$ cat config.mk
export PLATFORM = sky130hd
export DESIGN_NAME = utf8_stream_decoder_top
export DESIGN_NICKNAME = d
export VERILOG_FILES = /design/src/rtl/core/u8sd_pkg.sv /design/src/rtl/core/utf8_stream_decoder_top.sv
export SDC_FILE = /design/constraint.sdc
export NUM_CORES = 1
export LEC_CHECK = 0
export ABC_AREA = 1
export BUFFER_PORTS_ARGS = -buffer_cell sky130_fd_sc_hd__buf_2
export CAP_MARGIN = 20
export CORE_MARGIN = 5
export CORE_UTILIZATION = 40
export DETAILED_ROUTE_END_ITERATION = 12
export GPL_ROUTABILITY_DRIVEN = 0
export HOLD_SLACK_MARGIN = 0.06
export PLACE_DENSITY_LB_ADDON = 0.08
export SYNTH_ARGS = -nofsm -noshare
export SYNTH_HDL_FRONTEND = slang
export SYNTH_SLANG_ARGS = --single-unit
$ cat constraint.sdc
create_clock -name clk -period 5.6 [get_ports clk]
set_input_delay 1.12 -clock clk [delete_from_list [all_inputs] [get_ports clk]]
set_output_delay 1.12 -clock clk [all_outputs]
set_load 0.02 [all_outputs]
$ cat src/rtl/core/u8sd_pkg.sv
// u8sd_pkg: shared types and constants for the UTF-8 stream decoder.
// No dependencies; used by utf8_stream_decoder_top.
`timescale 1ns / 1ps
`default_nettype none

package u8sd_pkg;

  localparam int unsigned CpWidth   = 31;
  localparam int unsigned RemWidth  = 3;
  localparam int unsigned FifoDepth = 4;

  // Lead byte class boundaries
  localparam logic [7:0] ASCII_MAX = 8'h7F;
  localparam logic [7:0] LEAD2_LO  = 8'hC0;
  localparam logic [7:0] LEAD2_HI  = 8'hDF;
  localparam logic [7:0] LEAD3_LO  = 8'hE0;
  localparam logic [7:0] LEAD3_HI  = 8'hEF;
  localparam logic [7:0] LEAD4_LO  = 8'hF0;
  localparam logic [7:0] LEAD4_HI  = 8'hF7;
  localparam logic [7:0] LEAD5_LO  = 8'hF8;
  localparam logic [7:0] LEAD5_HI  = 8'hFB;
  localparam logic [7:0] LEAD6_LO  = 8'hFC;
  localparam logic [7:0] LEAD6_HI  = 8'hFD;

  // Continuation bytes still expected after each lead class
  localparam logic [RemWidth-1:0] REM_NONE = 3'd0;
  localparam logic [RemWidth-1:0] REM_ONE  = 3'd1;
  localparam logic [RemWidth-1:0] REM_TWO  = 3'd2;
  localparam logic [RemWidth-1:0] REM_3    = 3'd3;
  localparam logic [RemWidth-1:0] REM_4    = 3'd4;
  localparam logic [RemWidth-1:0] REM_5    = 3'd5;

  typedef struct packed {
    logic [CpWidth-1:0] code_point;
    logic               truncated;
    logic               end_of_string;
    logic               last_of_run;
  } result_t;

endpackage

`default_nettype wire

$ cat src/rtl/core/utf8_stream_decoder_top.sv
// utf8_stream_decoder_top: byte-serial decoder for 1-to-6-byte UTF-8 forms.
// Depends on u8sd_pkg (result type, lead byte constants).
//
//   channel | direction | handshake          | payload
//   --------+-----------+--------------------+------------------------------------
//   in      | input     | in_valid/in_ready  | data_byte[7:0]
//   out     | output    | out_valid/out_ready| code_point[30:0], truncated,
//           |           |                    | end_of_string, last_of_run
//
// One byte per cycle: decode state updates at the input transfer, results go
// into a four-entry result queue in the same edge, and leave one per cycle.
// A zero byte mid-sequence makes two results; in_ready drops while the
// queue holds more than two entries. rst (synchronous, active high) clears
// decode state and empties the queue. An out-side stall backs up into the
// queue, then lowers in_ready.
`timescale 1ns / 1ps
`default_nettype none

module utf8_stream_decoder_top (
  input  wire logic        clk,
  input  wire logic        rst,
  input  wire logic        in_valid,
  output logic             in_ready,
  input  wire logic [7:0]  data_byte,
  output logic             out_valid,
  input  wire logic        out_ready,
  output logic [30:0]      code_point,
  output logic             truncated,
  output logic             end_of_string,
  output logic             last_of_run
);

  localparam int unsigned PtrW = $clog2(u8sd_pkg::FifoDepth);
  localparam int unsigned CntW = PtrW + 1;

  // Decode state
  logic [u8sd_pkg::RemWidth-1:0] bytes_remaining, bytes_remaining_next;
  logic [u8sd_pkg::CpWidth-1:0]  partial_value, partial_value_next;

  // Result queue
  u8sd_pkg::result_t queue [u8sd_pkg::FifoDepth];
  logic [PtrW-1:0] wr_ptr, rd_ptr;
  logic [CntW-1:0] count;

  logic in_xfer, out_xfer;
  logic [1:0] push_n;
  u8sd_pkg::result_t res0, res1;
  logic [u8sd_pkg::CpWidth-1:0] trunc_cp, cont_cp;
  u8sd_pkg::result_t terminator;

  // Room for the worst case of two results per byte.
  assign in_ready  = (count <= CntW'(u8sd_pkg::FifoDepth - 2));
  assign in_xfer   = in_valid && in_ready;
  assign out_valid = (count != '0);
  assign out_xfer  = out_valid && out_ready;

  assign terminator = '{code_point: '0, truncated: 1'b0, end_of_string: 1'b1,
                        last_of_run: 1'b1};

  // Partial value padded with zero bits for each missing byte
  always_comb begin
    case (bytes_remaining)
      u8sd_pkg::REM_ONE: trunc_cp = {partial_value[24:0], 6'd0};
      u8sd_pkg::REM_TWO: trunc_cp = {partial_value[18:0], 12'd0};
      u8sd_pkg::REM_3:   trunc_cp = {partial_value[12:0], 18'd0};
      u8sd_pkg::REM_4:   trunc_cp = {partial_value[6:0], 24'd0};
      u8sd_pkg::REM_5:   trunc_cp = {partial_value[0], 30'd0};
      default:           trunc_cp = partial_value;
    endcase
  end

  assign cont_cp = {partial_value[24:0], data_byte[5:0]};

  always_comb begin
    bytes_remaining_next = bytes_remaining;
    partial_value_next   = partial_value;
    push_n = 2'd0;
    res0   = terminator;
    res1   = terminator;
    if (data_byte == 8'd0) begin
      // End of string; flush a cut-short sequence first.
      bytes_remaining_next = u8sd_pkg::REM_NONE;
      partial_value_next   = '0;
      if (bytes_remaining != u8sd_pkg::REM_NONE) begin
        res0 = '{code_point: trunc_cp, truncated: 1'b1, end_of_string: 1'b0,
                 last_of_run: 1'b0};
        push_n = 2'd2;
      end else begin
        push_n = 2'd1;
      end
    end else if (bytes_remaining != u8sd_pkg::REM_NONE) begin
      // Any nonzero byte counts as a continuation.
      bytes_remaining_next = bytes_remaining - 3'd1;
      if (bytes_remaining == u8sd_pkg::REM_ONE) begin
        partial_value_next = '0;
        res0 = '{code_point: cont_cp, truncated: 1'b0, end_of_string: 1'b0,
                 last_of_run: 1'b1};
        push_n = 2'd1;
      end else begin
        partial_value_next = cont_cp;
      end
    end else if (data_byte <= u8sd_pkg::ASCII_MAX) begin
      res0 = '{code_point: {24'd0, data_byte[6:0]}, truncated: 1'b0,
               end_of_string: 1'b0, last_of_run: 1'b1};
      push_n = 2'd1;
    end else if (data_byte >= u8sd_pkg::LEAD2_LO && data_byte <= u8sd_pkg::LEAD2_HI) begin
      partial_value_next   = {26'd0, data_byte[4:0]};
      bytes_remaining_next = u8sd_pkg::REM_ONE;
    end else if (data_byte >= u8sd_pkg::LEAD3_LO && data_byte <= u8sd_pkg::LEAD3_HI) begin
      partial_value_next   = {27'd0, data_byte[3:0]};
      bytes_remaining_next = u8sd_pkg::REM_TWO;
    end else if (data_byte >= u8sd_pkg::LEAD4_LO && data_byte <= u8sd_pkg::LEAD4_HI) begin
      partial_value_next   = {28'd0, data_byte[2:0]};
      bytes_remaining_next = u8sd_pkg::REM_3;
    end else if (data_byte >= u8sd_pkg::LEAD5_LO && data_byte <= u8sd_pkg::LEAD5_HI) begin
      partial_value_next   = {29'd0, data_byte[1:0]};
      bytes_remaining_next = u8sd_pkg::REM_4;
    end else if (data_byte >= u8sd_pkg::LEAD6_LO && data_byte <= u8sd_pkg::LEAD6_HI) begin
      partial_value_next   = {30'd0, data_byte[0]};
      bytes_remaining_next = u8sd_pkg::REM_5;
    end
    // Stray continuation, FE and FF as lead: dropped, state kept.
  end

  always_ff @(posedge clk) begin
    if (rst) begin
      bytes_remaining <= u8sd_pkg::REM_NONE;
      partial_value   <= '0;
    end else if (in_xfer) begin
      bytes_remaining <= bytes_remaining_next;
      partial_value   <= partial_value_next;
    end
  end

  // Queue payload (no reset needed)
  always_ff @(posedge clk) begin
    if (in_xfer && push_n != 2'd0) begin
      queue[wr_ptr] <= res0;
    end
    if (in_xfer && push_n == 2'd2) begin
      queue[wr_ptr + PtrW'(1)] <= res1;
    end
  end

  always_ff @(posedge clk) begin
    if (rst) begin
      wr_ptr <= '0;
      rd_ptr <= '0;
      count  <= '0;
    end else begin
      if (in_xfer) begin
        wr_ptr <= wr_ptr + PtrW'(push_n);
      end
      if (out_xfer) begin
        rd_ptr <= rd_ptr + PtrW'(1);
      end
      count <= count + (in_xfer ? CntW'(push_n) : CntW'(0)) - CntW'(out_xfer);
    end
  end

  assign code_point    = queue[rd_ptr].code_point;
  assign truncated     = queue[rd_ptr].truncated;
  assign end_of_string = queue[rd_ptr].end_of_string;
  assign last_of_run   = queue[rd_ptr].last_of_run;

`ifndef SYNTHESIS
  a_count_max: assert property (@(posedge clk) disable iff (rst)
    count <= CntW'(u8sd_pkg::FifoDepth))
    else $error("result queue overflow");

  a_rem_range: assert property (@(posedge clk) disable iff (rst)
    bytes_remaining <= u8sd_pkg::REM_5)
    else $error("bytes_remaining out of range");

  a_zero_idles: assert property (@(posedge clk) disable iff (rst)
    (in_xfer && data_byte == 8'd0) |=> (bytes_remaining == u8sd_pkg::REM_NONE
                                        && partial_value == '0))
    else $error("zero byte did not return decoder to idle");

  a_eos_zero: assert property (@(posedge clk) disable iff (rst)
    (out_valid && end_of_string) |-> (code_point == '0 && last_of_run && !truncated))
    else $error("malformed terminator result");

  a_trunc_not_last: assert property (@(posedge clk) disable iff (rst)
    (out_valid && truncated) |-> (!last_of_run && !end_of_string))
    else $error("truncated result flagged as last");
`endif

endmodule

`default_nettype wire
; ---- Word level (Yosys, flattened, before mapping)
; Memories as Yosys holds them, arrays and structs flattened. A register that Yosys moved wholly into a read port is not among the register bits.
; Index checks and enable logic that the tools add are counted.
[totals]
register_bits = 41
ram_bits = 136
inputBits = 12
output_inout_bits = 36
elab_cells = 81
memories = 1
[op_classes]
n_addsub = 6
order_cmp = 12
eq_ne = 7
muxes = 35
reduce_logical = 15
[mem_list]
columns = memory, words, word_bits, read_ports, rd_ports_with_merged_regs, write_ports, line
row1 = queue, 4, 34, 1, 1, 2, utf8_stream_decoder_top.sv:41  ; u8sd_pkg::result_t queue [u8sd_pkg::FifoDepth];
[ops]
columns = op, n
row1 = 2-to-1 mux 31 bit, 9
row2 = one-hot mux 31 bit (5 select lines), 1
row3 = 2-to-1 mux 34 bit, 4
row4 = "greater-or-equal comparator 8 bit, second input constant", 5
row5 = "<= comparator 8 bit, second input constant", 5
row6 = 2-to-1 mux 3 bit, 8
row7 = 2-to-1 mux 2 bit, 6
row8 = 2-to-1 mux 10 bit, 1
row9 = logical AND 1 bit, 9
row10 = "<= comparator 8 x 7 -> 1 bit, second input constant", 1
row11 = logical NOT 8 bit, 1
row12 = nonzero test 7 bit, 1
row13 = "equality test 3 x 2 -> 1 bit, second input constant", 2
row14 = "equality test 3 bit, second input constant", 2
row15 = 2-to-1 mux 1 bit, 6
row16 = nonzero test 3 bit, 2
row17 = "adder 2 x 1 -> 2 bit, second input constant", 2
row18 = adder 3 x 2 -> 3 bit, 1
row19 = "equality test 3 x 1 -> 1 bit, second input constant", 1
row20 = "<= comparator 3 x 2 -> 1 bit, second input constant", 1
row21 = "inequality test 3 bit, second input constant", 1
row22 = AND reduction 3 bit, 1
row23 = subtractor 3 x 1 -> 3 bit, 1
row24 = "subtractor 3 x 1 -> 3 bit, second input constant", 1
row25 = other kinds (3), 3

; ---- Depth between registers and ports, before layout
[depth]
word_depth = 10
depth_mapped = 16
depth_no_buf = 15

; ---- Worst setup path before layout
; No wires, ideal clock.
[synth_path]
path_kind = input to register
from = in data_byte[0]
to = reg count[2]
setup_ns = 0.109
arrival_time_ns = 3.082
setup_slack_ns = 2.409
stages = 16
path_cell_list = nor2_1 -> nand2_2 -> nor2_8 -> nand2_4 -> inv_2 -> buf_4 -> a21oi_1 -> nand2_1 -> ha_1 -> inv_1 -> ha_1 -> inv_1 -> fa_1 -> xor2_1 -> inv_1 -> nor2_1
[synth_via]
elab_chain_len = 7
word_cells_on_any_way = 8
classes_between = 2 x add/sub / 1 x order compare / 4 x mux / 1 x reduce/logical
[synth_lines]
columns = item, line
row1 = start: declaration, utf8_stream_decoder_top.sv:24  ; input wire logic [7:0] data_byte,
row2 = <= comparator 8 x 7 -> 1 bit, utf8_stream_decoder_top.sv:102  ; end else if (data_byte <= u8sd_pkg::ASCII_MAX) begin
row3 = 2-to-1 mux 1 bit, utf8_stream_decoder_top.sv:102
row4 = 2-to-1 mux 2 bit, utf8_stream_decoder_top.sv:91  ; end else if (bytes_remaining != u8sd_pkg::REM_NONE) begin
row5 = 2-to-1 mux 2 bit *, utf8_stream_decoder_top.sv:80  ; if (data_byte == 8'd0) begin
row6 = 2-to-1 mux 2 bit *, utf8_stream_decoder_top.sv:157  ; count <= count + (in_xfer ? CntW'(push_n) : CntW'(0)) - CntW'(out_xfer);
row7 = adder 3 x 2 -> 3 bit *, utf8_stream_decoder_top.sv:157
row8 = subtractor 3 x 1 -> 3 bit *, utf8_stream_decoder_top.sv:157
row9 = end signal: assignment, utf8_stream_decoder_top.sv:157
row10 = end: declaration, utf8_stream_decoder_top.sv:43  ; logic [CntW-1:0] count;
; Every way passes the cells marked *; elsewhere a longest branch is shown, timed or not.
; A chain may end at the register's enable or synchronous reset.

==> flow_results.org <==
** Status
- The flow ran to the end, and the final reports show no timing, DRC or antenna violations.

** Drt
- Detailed-routing iteration count for the pre-antenna-repair pass :: 7
- Post-DRT Antenna Nets :: 0
- The detailed router finished its first iteration with 750 violations.
- Across all layers, the routed design uses 9663 vias.
- Via density :: between 4 and 5
- Number of remaining DRC errors :: 0
- Post-detailed-routing wire length :: slightly below 30 mm
- Dividing the detail-routed wire length by the instance count gives roughly 15 um.

** Timing
- Final setup fails :: 0
- Min cycle time layout :: roughly 3500 ps
- Final worst path period share :: a little over three fifths
- Final Slew Violations :: 0
- The final number of hold-violating endpoints is 0.
- Setup repair after global routing left no endpoint under its margin.
- Min Hold Slack :: between 400 and 500 ps
- Worst setup skew after layout :: between 15 and 20 ps
- Worst relative slew slack :: 29.92%
- Maximum frequency from static timing analysis :: 0.2855 GHz
- Slew of the pin with the lowest slew margin :: 1044 ps
- Summed over all failing endpoints, the final setup total negative slack is 0 ps.

** Critical path
- Arrival time at the worst endpoint :: between 2000 and 2500 ps
- Kind of start point of the critical path :: flop
- The most numerous cell type found on the critical path is a21oi_1.
- At the worst endpoint, the required time is 4480 ps.
- Capture instance of the worst register-to-register path :: count[2]
- Across all register-to-register paths, the minimum setup slack is 2420 ps.
- Longest individual stage delay on the worst path :: approximately 530 ps
- The worst setup path is captured at an output pin.
- Of all nets on the critical path, the largest fanout is 34.
- The cell family contributing the most delay on the critical path is buffers and inverters.
- The critical path in this run is classified as flop to output pin.
- Critical-path cell with the highest stage delay :: inv_2
- For the worst flop-to-flop path, the logic depth is 15.
- Counting both buffers and inverters, the worst setup path holds a total of 3.
- Critical Path, Cell by Cell :: inv_2 > buf_4 > o21ai_0 > a21oi_1 > a21oi_1 > buf_2
- In this run the critical register-to-register path is launched from bytes_remaining[0].

** Clock network
- Root buffer cell :: clkbuf_16
- After clock tree synthesis, the repair step resized 0 gates.
- Clock edge transition at the registers on the reported setup and hold paths :: approximately 80 ps
- Deepest level of the CTS H-tree :: 4
- In this run, post-CTS hold repair placed 0 buffers.
- Number of buffers between clock root and the deepest sink :: 2
- Setup Fix Bufs, Post-CTS :: 0
- Cts bufs inserted :: 17
- TritonCTS built the clock tree.
- Counting every sink on the clock net gives 179.
- Clock network latency to the later pin of the worst-skew pair :: approximately 440 ps

** Hold path
- Worst Hold Class :: flop to flop
- For hold timing, the worst endpoint is queue[1][2].
- Launch point of the worst hold path :: queue[1][2]
- The worst hold path passes through 2 cells.

** Logic synthesis
- Sequential share of the synthesized area :: between 30% and 40%
- The most used flip-flop cell after synthesis is dfxtp_1.
- A synthesized cell averages roughly 6.1 sq um.
- During synthesis, Yosys emitted a total of 0 warnings.
- Yosys mapped the design onto 33 distinct sky130hd cell types.
- For this run, asynchronously set or reset flops after synthesis account for 0%.
- After technology mapping, the gate count stands at between 1500 and 2000.
- Summing every instance area after synthesis gives 10120 sq um.
- Synthesized net count :: 1679
- The synthesized design contains roughly 180 register bits.
- Yosys mapped a number of flops with a built-in enable equal to 0.

** Power and ir drop
- The analysis attributes to cell leakage a power of approximately 0.0064 uW.
- The design draws 6286 uW.
- The worst-case IR drop observed on VDD is just under 0.2 mV.
- Cell area power density :: roughly 580 nW/um^2

** Cells and area
- Across the whole layout, storage elements account for about 3600 sq um.
- Cells with a size suffix above 1 make up under 10% of the layout.
- Leading cell type in the layout, fill and taps excluded :: nand2_1
- Total area of multi-input combinational cells :: roughly 5300 sq um
- P&R area growth vs syn :: 7.985%
- Nets@finish :: approximately 1700
- Commonest non-fill, non-tap cells in the layout :: 496 x nand2_1, 297 x nor2_1, 179 x dfxtp_1, 177 x inv_1, 164 x a21oi_1
- Summed area of non-filler cells in the final layout :: 10930 sq um
- The layout has around 2700 filler cells.
- Number of diodes added for antenna fixing :: 0

** Floorplanning
- After floorplanning, the core was divided into 58 placement rows.
- Horizontal die dimension :: 169.1 um
- Floorplan die area :: ~29000 sq um
- For this configuration, the core starts out at a cell density of 40.43%.
- Die height :: ~170 um
- During I/O placement, the number of pins put on the boundary was 48.
- Floorplan core area :: around 25000 sq um

** Place
- Port Buffers :: 47
- Detailed placement finished with a half-perimeter wire length of about 18 mm.
- Once placement finished, the instance area stood at between 10000 and 15000 sq um.

** Global route
- Number of global-route vias before repair :: approximately 9000
- Entering global routing, the biggest net connects between 70 and 80 pins.
- Global routing used between 20% and 30% of the available tracks.
- Overflow left after global routing :: 0
- The first global-routing pass estimated slightly below 50 mm of wire.
- The initial antenna violation count came to 0.

** Run
- Across the run, the number of max-cap violations was 0.
[synthesized netlist by cell type, types with 2 or more instances]
cell type / number / area [sq um]
a21oi_1: 164 / 820.8
and2_1: 3 / 18.77
buf_1: 5 / 18.77
buf_2: 39 / 195.2
buf_4: 8 / 60.06
buf_6: 15 / 168.9
clkbuf_1: 33 / 123.9
dfxtp_1: 179 / 3583
ha_1: 9 / 112.6
inv_1: 178 / 668.1
inv_2: 4 / 15.01
nand2_1: 497 / 1866
nand2_2: 5 / 31.28
nand2_4: 8 / 90.09
nand3_1: 108 / 540.5
nand3_2: 4 / 40.04
nand3b_1: 7 / 52.55
nor2_1: 297 / 1115
nor2_2: 6 / 37.54
nor2_4: 2 / 22.52
nor2_8: 2 / 40.04
o211ai_1: 5 / 37.54
o21ai_0: 65 / 325.3
o22ai_1: 3 / 18.77
o22ai_2: 3 / 37.54
[state kept, by name (all words and copies together) (netlist names), named ones only]
register / flops
wr_ptr: 2
queue: 136
count: 3
rd_ptr: 2
bytes_remaining: 3
partial_value: 31
[report_power, final]
part	internal [uW]	total (uW)	switching [uW]
logic	983	2850	1870
clock network	681	1270	591
registers	1830	2160	329
total	3490	6290	2790
[cell type report]
class	instances	area share, %
well taps	330	3.777
repair buffers	58	3.205
multi-input cells	1196	48.41
clock buffers	17	3.892
inverters	182	6.250
clock inverters	14	1.683
flip-flops and latches	179	32.78
[through the flow]
stage               instances  worst slack (ps)  util (%)
floorplan                1657              2409         -
finish                   1976              2097     43.66
global route             1976              1928     43.66
global placement         1943              1849     41.08
detailed placement       1943              1814     41.08
CTS                      1974              2068     43.52
[tightest hold or removal path: stages, from the launching register on]
cell and delay [ps]:
dfxtp_1 310, nand2_1 60, a21oi_1 60
[how the worst max path moves through the flow]
stage / slack [ps] / cells after the start / startpoint / to
finish: 2100 / 6 / flop / code_point[15]
global route: 1930 / 6 / flop / code_point[15]
floorplan: 2410 / 16 / data_byte[0] / count[2]
detailed placement: 1810 / 16 / data_byte[0] / count[2]
global placement: 1850 / 16 / data_byte[0] / count[2]
CTS: 2070 / 6 / flop / code_point[15]
[logic make-up (layout without fill, tap and decap cells)]
kind of cell | after synthesis | after routing | synth area share [%]
XOR/XNOR | 2 | 2 | 0.1731
AO/OA/AOI/OAI | 243 | 243 | 12.55
buffers and inverters | 282 | 271 | 12.35
AND/OR/NAND/NOR | 941 | 941 | 38.22
flip-flops | 179 | 179 | 35.40
adder cells (fa/ha/maj) | 10 | 10 | 1.310
[metal layers]
metal	GRT usage, %	vias up	wire [um]
li1	-	5065	-
met1	29.40	4341	14460
met2	34.33	208	13430
met3	2.896	49	1231
met4	6.055	0	654
met5	0	-	0
Power figures use the tool's default switching activity.
